$ cat config.mk
export PLATFORM = sky130hd
export DESIGN_NAME = calq_ctrl
export DESIGN_NICKNAME = d
export VERILOG_FILES = /design/src/rtl/assert_macros.svh /design/src/rtl/calq_pkg.sv /design/src/rtl/calq_ctrl.sv
export SDC_FILE = /design/constraint.sdc
export NUM_CORES = 1
export LEC_CHECK = 0
export BUFFER_PORTS_ARGS = -buffer_cell sky130_fd_sc_hd__clkbuf_2
export CAP_MARGIN = 15
export CORE_MARGIN = 2
export CORE_UTILIZATION = 47
export DETAILED_ROUTE_END_ITERATION = 6
export PLACE_DENSITY = 0.83
export SYNTH_ARGS = -nofsm -noshare
export SYNTH_HDL_FRONTEND = slang
export SYNTH_SLANG_ARGS = --single-unit
export TNS_END_PERCENT = 20
$ cat constraint.sdc
create_clock -name clk_i -period 2.4 [get_ports clk_i]
set_input_delay 0 -clock clk_i [delete_from_list [all_inputs] [get_ports clk_i]]
set_output_delay 0 -clock clk_i [all_outputs]
set_load 0.02 [all_outputs]
$ cat src/rtl/assert_macros.svh
// Assertion helpers for the RTL.
// CALQ_ASSERT checks a property outside reset; CALQ_ASSERT_RST checks it always.
`ifndef ASSERT_MACROS_SVH
`define ASSERT_MACROS_SVH

`define CALQ_ASSERT(lbl, clk, rstn, prop, msg) \
  lbl: assert property (@(posedge clk) disable iff (!rstn) prop) else $error(msg);

`define CALQ_ASSERT_RST(lbl, clk, prop, msg) \
  lbl: assert property (@(posedge clk) prop) else $error(msg);

`endif

$ cat src/rtl/calq_pkg.sv
`timescale 1ns / 1ps
// ----------------------------------------------------------------------------
// Calendar queue package
// Types, constants and codes shared by the calendar queue scheduler.
// ----------------------------------------------------------------------------
package calq_pkg;

  localparam int TIME_W   = 48;
  localparam int WORD_W   = 32;
  localparam int KIND_W   = 16;
  localparam int NSL_W    = 6;
  localparam int STAT_W   = 3;
  localparam int DIV_DW   = TIME_W + NSL_W;
  localparam int CNT_W    = 10;
  localparam int SAFETY_MUL = 10;

  localparam int WHEEL_SLOTS_DEF  = 32;
  localparam int BUCKET_DEPTH_DEF = 8;
  localparam int ACTIVE_RST       = 32;
  localparam int SPAN_RST         = 131072;

  localparam logic ACT_SCHEDULE = 1'b0;
  localparam logic ACT_POP      = 1'b1;

  localparam logic REG_ACTIVE_SLOTS = 1'b0;
  localparam logic REG_WHEEL_SPAN   = 1'b1;

  localparam logic [STAT_W-1:0] ST_SCHEDULED = 3'd0;
  localparam logic [STAT_W-1:0] ST_DROPPED   = 3'd1;
  localparam logic [STAT_W-1:0] ST_POPPED    = 3'd2;
  localparam logic [STAT_W-1:0] ST_NONE      = 3'd3;
  localparam logic [STAT_W-1:0] ST_SAFETY    = 3'd4;

  typedef struct packed {
    logic              action;
    logic [TIME_W-1:0] event_time;
    logic [WORD_W-1:0] local_time;
    logic [WORD_W-1:0] event_handle;
    logic [KIND_W-1:0] event_kind;
    logic [WORD_W-1:0] event_id;
  } item_t;

  typedef struct packed {
    logic [STAT_W-1:0] status;
    logic [TIME_W-1:0] popped_time;
    logic [WORD_W-1:0] popped_internal;
    logic [WORD_W-1:0] popped_handle;
    logic [KIND_W-1:0] popped_kind;
    logic [WORD_W-1:0] popped_id;
  } result_t;

  typedef struct packed {
    logic [TIME_W-1:0] tm;
    logic [WORD_W-1:0] internal;
    logic [WORD_W-1:0] handle;
    logic [KIND_W-1:0] kind;
    logic [WORD_W-1:0] id;
  } entry_t;

  typedef enum logic [1:0] {
    DIV_T_SPAN,
    DIV_R_SPAN,
    DIV_D_SPAN,
    DIV_Q_N
  } div_op_e;

  typedef enum logic [4:0] {
    IDLE, S_MOD, S_MOD_W, S_SLOT, S_SLOT_W, S_FILL, S_INS_RD, S_INS_CMP,
    P_BND, P_BND_W, P_BMOD, P_BMOD_W, P_RD, P_CHK, P_SH_RD, P_SH_WR, FIN
  } state_e;

  typedef struct packed {
    logic              load;
    logic              div_go;
    div_op_e           div_op;
    logic              slot_set;
    logic              k_load;
    logic              rd_ins;
    logic              wr_up;
    logic              wr_new;
    logic              bslot_set;
    logic              rd_head;
    logic              take_pop;
    logic              advance;
    logic              rd_next;
    logic              wr_dn;
    logic              pop_fin;
    logic              set_st;
    logic [STAT_W-1:0] st_code;
    logic              out_load;
  } cmd_t;

  typedef struct packed {
    logic action;
    logic div_done;
    logic full;
    logic k_zero;
    logic rd_gt;
    logic head_hit;
    logic at_bound;
    logic over;
    logic more;
    logic out_busy;
  } sts_t;

endpackage

$ cat src/rtl/calq_ctrl.sv
`timescale 1ns / 1ps
// ----------------------------------------------------------------------------
// Calendar queue controller
// Sequences slot hashing, bucket insertion and the pop walk.
// ----------------------------------------------------------------------------
module calq_ctrl import calq_pkg::*; (
  input  logic clk_i,
  input  logic rst_ni,
  input  logic in_valid_i,
  output logic in_ready_o,
  input  sts_t sts_i,
  output cmd_t cmd_o
);

  state_e state_q, state_d;

  always_ff @(posedge clk_i or negedge rst_ni) begin
    if (!rst_ni) state_q <= IDLE;
    else         state_q <= state_d;
  end

  always_comb begin
    state_d    = state_q;
    cmd_o      = '0;
    in_ready_o = 1'b0;
    unique case (state_q)
      IDLE: begin
        in_ready_o = 1'b1;
        if (in_valid_i) begin
          cmd_o.load = 1'b1;
          state_d = (sts_i.action == ACT_POP) ? P_BND : S_MOD;
        end
      end
      S_MOD: begin
        cmd_o.div_go = 1'b1;
        cmd_o.div_op = DIV_T_SPAN;
        state_d = S_MOD_W;
      end
      S_MOD_W: if (sts_i.div_done) state_d = S_SLOT;
      S_SLOT: begin
        cmd_o.div_go = 1'b1;
        cmd_o.div_op = DIV_R_SPAN;
        state_d = S_SLOT_W;
      end
      S_SLOT_W: begin
        if (sts_i.div_done) begin
          cmd_o.slot_set = 1'b1;
          state_d = S_FILL;
        end
      end
      S_FILL: begin
        if (sts_i.full) begin
          cmd_o.set_st  = 1'b1;
          cmd_o.st_code = ST_DROPPED;
          state_d = FIN;
        end else begin
          cmd_o.k_load = 1'b1;
          state_d = S_INS_RD;
        end
      end
      S_INS_RD: begin
        if (sts_i.k_zero) begin
          cmd_o.wr_new  = 1'b1;
          cmd_o.set_st  = 1'b1;
          cmd_o.st_code = ST_SCHEDULED;
          state_d = FIN;
        end else begin
          cmd_o.rd_ins = 1'b1;
          state_d = S_INS_CMP;
        end
      end
      S_INS_CMP: begin
        if (sts_i.rd_gt) begin
          cmd_o.wr_up = 1'b1;
          state_d = S_INS_RD;
        end else begin
          cmd_o.wr_new  = 1'b1;
          cmd_o.set_st  = 1'b1;
          cmd_o.st_code = ST_SCHEDULED;
          state_d = FIN;
        end
      end
      P_BND: begin
        cmd_o.div_go = 1'b1;
        cmd_o.div_op = DIV_D_SPAN;
        state_d = P_BND_W;
      end
      P_BND_W: if (sts_i.div_done) state_d = P_BMOD;
      P_BMOD: begin
        cmd_o.div_go = 1'b1;
        cmd_o.div_op = DIV_Q_N;
        state_d = P_BMOD_W;
      end
      P_BMOD_W: begin
        if (sts_i.div_done) begin
          cmd_o.bslot_set = 1'b1;
          state_d = P_RD;
        end
      end
      P_RD: begin
        if (sts_i.over) begin
          cmd_o.set_st  = 1'b1;
          cmd_o.st_code = ST_SAFETY;
          state_d = FIN;
        end else begin
          cmd_o.rd_head = 1'b1;
          state_d = P_CHK;
        end
      end
      P_CHK: begin
        if (sts_i.head_hit) begin
          cmd_o.take_pop = 1'b1;
          cmd_o.set_st   = 1'b1;
          cmd_o.st_code  = ST_POPPED;
          state_d = P_SH_RD;
        end else if (sts_i.at_bound) begin
          cmd_o.set_st  = 1'b1;
          cmd_o.st_code = ST_NONE;
          state_d = FIN;
        end else begin
          cmd_o.advance = 1'b1;
          state_d = P_RD;
        end
      end
      P_SH_RD: begin
        if (sts_i.more) begin
          cmd_o.rd_next = 1'b1;
          state_d = P_SH_WR;
        end else begin
          cmd_o.pop_fin = 1'b1;
          state_d = FIN;
        end
      end
      P_SH_WR: begin
        cmd_o.wr_dn = 1'b1;
        state_d = P_SH_RD;
      end
      FIN: begin
        if (!sts_i.out_busy) begin
          cmd_o.out_load = 1'b1;
          state_d = IDLE;
        end
      end
      default: state_d = IDLE;
    endcase
  end

endmodule

==> results by group, run 1 <==
Clocking
  • Worst-path clk slew: 0.04 ns
  • Clock Tree Root: clkbuf_4
  • Clk Latency, worst-skew pair: 0.24 ns
  • Post-CTS setup buffers: 0
  • CTS Buf Count: 3
  • CTS tree: built
  • CTS Sinks: 5
  • H-tree depth: 1
  • Max Root-Sink Buffers: 2

Worst hold path
  • Hold WC Path Type: in2reg
  • Hold Path End: state_q[3]
  • Hold Crit Depth: 3
  • Hold Startpoint: sts_i[9]

Die
  • DIE WIDTH: 41.92 um
  • Die Ht: 41.92 um
  • # rows: 13
  • CORE AREA: 0.001318 mm^2
  • Initial Util: 51.28%
  • DIE AREA: 0.001757 mm^2
  • I/O Pins: 35

Synth
  • Syn nets: 107
  • Synth top area cells: dfrtp_1 19%, nor2_1 6.1%, nand2_1 5.0%
  • Synth cell types: 39
  • Post-Syn Area per Cell: 7.188 um^2
  • Simple-Gate Fraction of Synth Area: 44.07%
  • Compound-cell area share of the yosys netlist: 26.30%
  • Cell taking the most area after synthesis: dfrtp_1
  • Sequential share of the synthesized area: 18.52%
  • Async SR Flop Fraction: 100.0%
  • Ys Warns: 0
  • Adder-Cell Fraction of Synth Area: 0%
  • Post-Syn Instances: 94
  • Top-area cell type share of the netlist area: 18.52%
  • Top FF cell, synth: dfrtp_1
  • Synth Area in XOR/XNOR: 2.593%
  • Mux contribution to synthesized area: 0%
  • Syn Std Cell Area: 675.6 um^2
  • Main combinational cell family by area after synthesis: simple AND/OR/NAND/NOR gates
  • EDFF count, synth: 0
  • Flops & latches, synth: 5

STA
  • Worst-margin pin slew: 0.6771 ns
  • Tmin final: 1.961 ns
  • Hold slack: 0.04686 ns
  • RSZ-0062 raised after global routing: no
  • Relative slew margins: 54.86%
  • Fin. Hold Viols: 0
  • Max Freq: 509.9 MHz
  • Final period util: 81.72%
  • Max-slew violations: 0
  • Final TNS setup: 0 ns
  • Final setup fails: 0
  • Clock Skew: 0.004370 ns

Detailed routing
  • Starting DRT DRC Count: 23
  • DRC: 0
  • WL final: 2054 um
  • Routed wire per std cell: 14.57 um
  • First-pass DRT Iterations: 4
  • DRT antenna net count: 0
  • Via density: 6.383
  • Via count: 900

Power and ir drop
  • Pwr/cell area: 1094 mW/mm^2
  • LEAKAGE: 0.0004167 uW
  • Total power: 939.2 uW
  • Peak VDD IR: 499.3 uV

Cells and area
  • NumNets Final: 140
  • Biggest register: state_q
  • Top Registers: state_q (5)
  • Ratio of cells with drive above 1 in the final layout: 32.54%
  • # diodes: 0
  • Register Area: 125.1 um^2
  • Filler cells: 128
  • Commonest cells after routing, fill and taps aside: 34 x clkbuf_2, 11 x nor2_1, 9 x nand2_1
  • Cell Count, Final, Fillers Out: 141
  • Multi-input logic area: 493.0 um^2
  • Commonest non-fill, non-tap cell in the layout: clkbuf_2
  • Largest register FFs: 5
  • P&R area growth vs syn: 27.04%

Setup path
  • Reg2reg path depth: 4
  • Worst path slowest cell: dfrtp_1
  • Reg2reg start: state_q[0]
  • Critical Path End Type: output pin
  • Buf+Inv Stages, Crit Path: 1
  • CP required: 2.40 ns
  • Cells along the critical path: nor3b_2 > o2111a_1 > nor2_1 > nand2_1 > clkbuf_2
  • Crit path launch type: flop
  • Worst Path Arrival: 1.96 ns
  • Crit-path leading delay family: simple AND/OR/NAND/NOR gates
  • CP max FO: 13
  • R2R setup slack: 0.47 ns
  • CP peak stage delay: 0.61 ns
  • Critical path class: reg2out
  • Worst R2R End: state_q[0]

Global routing
  • First-pass GRT wire length: 3249 um
  • Initial antenna violation count: 0
  • GRT overflow: 0
  • Pin count of the biggest net entering global routing: 25
  • Gr usage total: 23.69%
  • Vias in the first global route: 748

Run
  • Max_cap viols: 0

Placed design
  • Placed cell count: 136
  • Routability congestion estimate: 0.9312
  • I/O Buffers: 34
  • Detail Placement HPWL: 1581 um

Outcome
  • Outcome: complete, no violations
==> routing by layer <==
metal | global-route usage (%) | share of wire, % | vias up
met5 | 0 | 0 | -
li1 | - | - | 424
met2 | 40.00 | 48 | 66
met4 | 10.97 | 1.9 | 0
met3 | 3.913 | 11 | 6
met1 | 29.07 | 40 | 404
==> report_power, final <==
group	switching, uW	internal (uW)
clock	30.5	62.6
sequential	155	117
combinational	339	235
==> area by class of cell <==
| class | instances | area share (%) |
|---|---|---|
| multi-input cells | 78 | 57.43 |
| well taps | 15 | 2.187 |
| inverters | 4 | 1.749 |
| repair buffers | 35 | 20.99 |
| flip-flops and latches | 5 | 14.58 |
| clock buffers | 4 | 3.061 |
==> metrics by stage <==
step	setup slack [ns]	utilization, %	cell area (um^2)
finish	0.4387	65.15	858.3
global route	0.3050	65.15	858.3
CTS	0.4566	65.15	858.3
detailed placement	0.5252	62.39	822.0
global placement	0.6044	62.39	822.0
floorplan	0.5918	-	675.6
==> cells by family after synthesis <==
kind of cell,after synthesis
buffers and inverters,11
xor gates and xnor gates,2
AOI/OAI and AO/OA,25
and+or+nand+nor,51
DFF,5
==> worst max path at each step <==
stage | start | to | slack, ns | cells past startpoint
floorplan | state_q[0] | state_q[4] | 0.59 | 5
global placement | state_q[1] | state_q[0] | 0.60 | 4
detailed placement | state_q[1] | state_q[0] | 0.53 | 4
CTS | state_q[2] | cmd_o[4] | 0.46 | 5
global route | state_q[2] | cmd_o[4] | 0.30 | 5
finish | state_q[2] | cmd_o[4] | 0.44 | 5
==> Yosys cell counts, drive strengths merged (3+ instances only) <==
master	instances
nor2	11
nor3	5
nand2	9
a31oi	3
o2bb2ai	3
buf	6
nor4	4
nand2b	3
dfrtp	5
inv	4
o21ai	7
and3	4
==> worst register-to-register path, delay by kind of cell, from the launching register on <==
kind | cells | cell delay [ns]
buffers and inverters | 1 | 0.29
and+or+nand+nor | 1 | 0.23
DFF | 1 | 0.69
AOI/OAI and AO/OA | 2 | 0.59
==> timing repair <==
action,in CTS,in global routing
resized for setup,0,0
hold endpoints to repair,5,0
hold buffers,1,0
(Power assumes the default switching activity.)
==> run 2: changes to the inputs <==
--- a/config.mk
+++ b/config.mk
@@ -8,9 +8,9 @@
 export BUFFER_PORTS_ARGS = -buffer_cell sky130_fd_sc_hd__clkbuf_2
 export CAP_MARGIN = 15
 export CORE_MARGIN = 2
-export CORE_UTILIZATION = 47
+export CORE_UTILIZATION = 44
 export DETAILED_ROUTE_END_ITERATION = 6
-export PLACE_DENSITY = 0.83
+export PLACE_DENSITY = 0.78
 export SYNTH_ARGS = -nofsm -noshare
 export SYNTH_HDL_FRONTEND = slang
 export SYNTH_SLANG_ARGS = --single-unit
==> constraint.sdc (replaced) <==
create_clock -name clk_i -period 1.9 [get_ports clk_i]
set_input_delay 0 -clock clk_i [delete_from_list [all_inputs] [get_ports clk_i]]
set_output_delay 0 -clock clk_i [all_outputs]
set_load 0.02 [all_outputs]
==> run 2 against run 1 <==
  * Critical path depth stayed put
  * Clock power is 30% higher
  * Global-route usage is 1.1 points lower
  * Sequential cell count stayed put
  * Critical endpoint is now state_q[0]
  * Sequential share of layout area is 0.85 points lower
  * Critical path type is now reg2reg
==> results by group, run 2 (synthesis gave the netlist of run 1 again) <==
STA
  • Final setup fails: 0
  • Max-slew violations: 0
  • RSZ-0062 raised after global routing: no
  • Worst-margin pin slew: 0.5552 ns
  • Fin. Hold Viols: 0
  • Final period util: 90.55%
  • Clock Skew: 0.009757 ns
  • Max Freq: 581.3 MHz
  • Final TNS setup: 0 ns
  • Tmin final: 1.720 ns
  • Hold slack: 0.04164 ns
  • Relative slew margins: 62.03%

Cells and area
  • Commonest cells after routing, fill and taps aside: 34 x clkbuf_2, 11 x nor2_1, 9 x nand2_1
  • Filler cells: 139
  • Biggest register: state_q
  • Commonest non-fill, non-tap cell in the layout: clkbuf_2
  • NumNets Final: 148
  • Top Registers: state_q (5)
  • Largest register FFs: 5
  • # diodes: 0
  • Ratio of cells with drive above 1 in the final layout: 37.31%
  • P&R area growth vs syn: 36.30%

Detailed routing
  • DRT antenna net count: 0
  • Routed wire per std cell: 13.65 um
  • DRC: 0
  • WL final: 2048 um
  • Starting DRT DRC Count: 29
  • First-pass DRT Iterations: 4
  • Via count: 901
  • Via density: 6.007

Clocking
  • H-tree depth: 1
  • CTS tree: built
  • CTS Sinks: 5
  • Clock Tree Root: clkbuf_4
  • CTS Buf Count: 3
  • Worst-path clk slew: 0.05 ns
  • Max Root-Sink Buffers: 2
  • Clk Latency, worst-skew pair: 0.24 ns

Global routing
  • Vias in the first global route: 744
  • Pin count of the biggest net entering global routing: 22
  • GRT overflow: 0
  • Initial antenna violation count: 0
  • Gr usage total: 22.59%
  • First-pass GRT wire length: 3270 um

Die
  • DIE WIDTH: 43.19 um
  • DIE AREA: 0.001865 mm^2
  • Die Ht: 43.19 um
  • CORE AREA: 0.001471 mm^2
  • I/O Pins: 35
  • # rows: 14
  • Initial Util: 45.92%

Setup path
  • Critical path class: reg2reg
  • CP required: 2.07 ns
  • CP max FO: 21
  • Crit path launch type: flop
  • Critical Path End Type: flop
  • R2R setup slack: 0.18 ns
  • Worst Path Arrival: 1.89 ns

Outcome
  • Outcome: complete, no violations

Placed design
  • Routability congestion estimate: 0.9451
  • I/O Buffers: 34
  • Detail Placement HPWL: 1693 um

Run
  • Max_cap viols: 0

Power and ir drop
  • Pwr/cell area: 1414 mW/mm^2
  • Total power: 1302 uW
  • Peak VDD IR: 577.3 uV
  • LEAKAGE: 0.0004562 uW

Worst hold path
  • Hold WC Path Type: in2reg
## run 2: cell types whose count changed in the layout (fill, tap and decap cells not counted)
cell,previous run,this run
buf_4,0,8
dfrtp_1,5,4
dfrtp_2,0,1
## run 2: cell type report
type / count / area [um^2] / area share, %
clock buffers: 4 / 26.28 / 2.853
flip-flops and latches: 5 / 126.4 / 13.72
well taps: 16 / 20.02 / 2.174
inverters: 4 / 15.01 / 1.630
multi-input cells: 78 / 493.0 / 53.53
repair buffers: 43 / 240.2 / 26.09
## run 2: final timing paths
path	from	depth (start not counted)	end
worst max-delay path	state_q[1]	5	state_q[0]
worst min-delay path	sts_i[9]	3	state_q[3]
worst max register to register	state_q[1]	5	state_q[0]
worst min register to register	state_q[0]	2	state_q[0]
max in group asynchronous	rst_ni	2	state_q[0]
min in group asynchronous	rst_ni	2	state_q[3]
## run 2: power breakdown
| group | switching (uW) | internal, uW | total, uW |
|---|---|---|---|
| Sequential | 109 | 153 | 261 |
| Clock | 41.6 | 79.2 | 121 |
| Combinational | 530 | 390 | 920 |
| Total | 680 | 622 | 1300 |
## run 2: critical path: stages, from the launching register on
cell	delay (ns)
dfrtp_1	0.42
buf_4	0.22
a21o_1	0.17
a2111oi_0	0.55
a2111oi_0	0.14
o21ai_1	0.14
## run 2: metal layers
layer	GRT usage (%)	part of all wire, %	vias up
met5	0	0	-
met4	6.061	0.49	0
met3	2.979	9.1	2
met2	37.61	50	48
met1	30.31	41	413
li1	-	-	438
## run 2: what timing repair did
action	CTS	global route
hold buffers	1	0
gates resized for setup	0	1
buffers inserted	0	0
endpoints found under the setup margin	0	4
hold endpoints to repair	5	0
## run 2: per-stage QoR
stage / instances / instance area (um^2) / setup WS (ns) / utilization, %
finish: 150 / 920.9 / 0.1796 / 62.59
global route: 150 / 920.9 / 0.02776 / 62.59
CTS: 150 / 919.6 / 0.1385 / 62.50
detailed placement: 145 / 883.3 / 0.2043 / 60.03
global placement: 145 / 883.3 / 0.3079 / 60.03
floorplan: 94 / 675.6 / 0.09178 / -
==> run 3: changes to the inputs <==
--- a/config.mk
+++ b/config.mk
@@ -5,6 +5,7 @@
 export SDC_FILE = /design/constraint.sdc
 export NUM_CORES = 1
 export LEC_CHECK = 0
+export ABC_AREA = 1
 export BUFFER_PORTS_ARGS = -buffer_cell sky130_fd_sc_hd__clkbuf_2
 export CAP_MARGIN = 15
 export CORE_MARGIN = 2
==> run 3 against run 2 <==
  * Global-route usage decreased by 2.2 points
  * Register-to-register slack improved by 0.29 ns
  * Clock-buffer cell count decreased by 1
  * First-iteration DRC count decreased by 45%
  * Clock power increased by 3%
  * Setup slack improved by 0.015 ns
  * Fmax increased by 0.91%
  * Area after synthesis unchanged
  * Critical path type is now reg2out
==> results by group, run 3 <==
Clocking
  • Worst-path clk slew: 0.05 ns
  • Post-CTS Resized: 0
  • Clock Tree Root: clkbuf_4
  • CTS tree: built
  • CTS Sinks: 5
  • H-tree depth: 1
  • CTS Hold Bufs: 1
  • Post-CTS setup buffers: 0
  • CTS Buf Count: 3
  • Clk Latency, worst-skew pair: 0.25 ns
  • Max Root-Sink Buffers: 2

Power and ir drop
  • Total power: 1224 uW
  • Sequential share of power: 19.4%
  • Gate power share: 70.4%
  • Switching Fraction: 58.72%
  • Peak VDD IR: 920.5 uV
  • Clock network fraction of total power: 10.2%
  • LEAKAGE: 0.0006081 uW
  • Pwr/cell area: 1362 mW/mm^2
  • Internal power: 505.2 uW
  • NetSw: 718.5 uW

Setup path
  • CP max FO: 7
  • Worst path slowest cell: dfrtp_1
  • Crit path launch type: flop
  • Buf+Inv Stages, Crit Path: 2
  • Critical Path End Type: output pin
  • CP required: 1.90 ns
  • Worst Path Arrival: 1.70 ns
  • CP peak stage delay: 0.43 ns
  • Critical path class: reg2out
  • Cells along the critical path: inv_2 > nand2_2 > nor2_2 > nand3_1 > o31ai_1 > nor2_1 > nand3b_1 > clkbuf_2
  • Crit-path leading delay family: simple AND/OR/NAND/NOR gates

Synth
  • Syn nets: 134
  • Post-Syn Area per Cell: 5.584 um^2
  • Flops & latches, synth: 5
  • Async SR Flop Fraction: 100.0%
  • Post-Syn Instances: 121
  • Cell taking the most area after synthesis: dfrtp_1
  • Synth top area cells: dfrtp_1 19%, nand2_1 17%, inv_1 12%
  • Syn Std Cell Area: 675.6 um^2
  • Synth cell types: 19
  • Sequential share of the synthesized area: 18.52%
  • Top FF cell, synth: dfrtp_1
  • EDFF count, synth: 0
  • Top-count cell post-synth: nand2_1
  • Synth cell count leaders: 30 x nand2_1, 21 x inv_1, 17 x nor2_1
  • Top-area cell type share of the netlist area: 18.52%
  • Ys Warns: 0

Detailed routing
  • DRC: 0
  • Via count: 862
  • DRT antenna net count: 0
  • WL final: 1835 um
  • First-pass DRT Iterations: 4
  • Via density: 4.926
  • Routed wire per std cell: 10.49 um
  • Starting DRT DRC Count: 16

Global routing
  • Pin count of the biggest net entering global routing: 10
  • First-pass GRT wire length: 2911 um
  • Initial antenna violation count: 0
  • GRT overflow: 0
  • Gr usage total: 20.42%
  • Vias in the first global route: 741

Cells and area
  • Top Registers: state_q (5)
  • Ratio of cells with drive above 1 in the final layout: 38.99%
  • Biggest register: state_q
  • Commonest cells after routing, fill and taps aside: 34 x clkbuf_2, 30 x nand2_1, 21 x inv_1
  • # diodes: 0
  • P&R area growth vs syn: 32.96%
  • Final core utilization: 61.05%
  • Commonest non-fill, non-tap cell in the layout: clkbuf_2
  • Largest register FFs: 5
  • Fin area: 898.4 um^2
  • NumNets Final: 173
  • Filler cells: 161

Placed design
  • I/O Buffers: 34
  • DP Area: 860.8 um^2
  • Dpl ws: 0.4588 ns
  • Routability congestion estimate: 0.9130
  • Detail Placement HPWL: 1579 um

Run
  • Max_cap viols: 0

STA
  • RSZ-0062 raised after global routing: no
  • Max Freq: 586.5 MHz
  • Final TNS setup: 0 ns
  • Worst-margin pin slew: 0.3782 ns
  • Relative slew margins: 74.65%
  • Clock Skew: 0.004064 ns
  • Setup ws final: 0.1950 ns
  • Final setup fails: 0
  • Final period util: 89.74%
  • Max-slew violations: 0
  • Tmin final: 1.705 ns
  • Fin. Hold Viols: 0

Die
  • Initial Util: 45.92%
  • DIE WIDTH: 43.19 um
  • I/O Pins: 35
  • DIE AREA: 0.001865 mm^2
  • # rows: 14
  • Die Ht: 43.19 um
  • CORE AREA: 0.001471 mm^2

Outcome
  • Outcome: complete, no violations

Worst hold path
  • Hold WC Path Type: in2reg
## run 3: cell types whose count changed after synthesis, moves of 6 or more
| cell | before | now |
|---|---|---|
| nand3_1 | 0 | 9 |
| nand2_1 | 9 | 30 |
| inv_2 | 0 | 6 |
| inv_1 | 4 | 21 |
| nor2_2 | 0 | 6 |
| nor2_1 | 11 | 17 |
## run 3: cells by family after synthesis
family / Yosys count / synth area share, %
compound gates: 8 / 7.964
simple gates: 80 / 57.78
flops: 5 / 18.52
buf+inv: 28 / 15.74
## run 3: final timing paths
path	start	depth (start not counted)	to	slack [ns]
setup / recovery	state_q[4]	8	cmd_o[4]	0.20
hold / removal	sts_i[8]	4	state_q[1]	0.009
setup reg to reg	state_q[4]	9	state_q[0]	0.47
hold reg to reg	state_q[0]	2	state_q[3]	0.70
max in group asynchronous	rst_ni	2	state_q[0]	1.65
min in group asynchronous	rst_ni	2	state_q[4]	0.11
## run 3: per-layer routing
layer | vias to the layer above | GRT usage, % | part of all wire [%]
li1 | 454 | - | -
met1 | 372 | 25.39 | 43
met2 | 34 | 36.42 | 50
met3 | 2 | 0 | 6.2
met4 | 0 | 9.091 | 0.87
met5 | - | 0 | 0
## run 3: power by group through the flow
stage	logic [uW]	registers, uW	clock network, uW
4_1_cts	861	237	125
2_1_floorplan	672	205	0
6_report	862	237	125
3_5_place_dp	854	238	0
5_1_grt	954	247	132
3_3_place_gp	845	233	0
## run 3: cell type report
type,count,area (um^2),area share (%)
clock inverters,1,5.005,0.5571
flip-flops and latches,5,125.1,13.93
well taps,16,20.02,2.228
multi-input cells,88,444.2,49.44
inverters,27,101.3,11.28
repair buffers,35,180.2,20.06
clock buffers,3,22.52,2.507
## run 3: worst reg2reg max path, cell delays in order (launching register included)
cell     delay, ns
dfrtp_1       0.43
inv_2         0.16
nand2_2       0.06
nor2_2        0.21
nand2_2       0.12
nand3_2       0.11
nand2_1       0.05
nand2_1       0.06
nand2_1       0.07
nand2_1       0.09
## run 3: through the flow
step | instances | hold slack (ns)
after floorplan | 121 | -0.2956
after global placement | 170 | -0.1818
after detailed placement | 170 | -0.1790
after CTS | 175 | 0.02184
after global routing | 175 | 0.04098
final | 175 | 0.009438
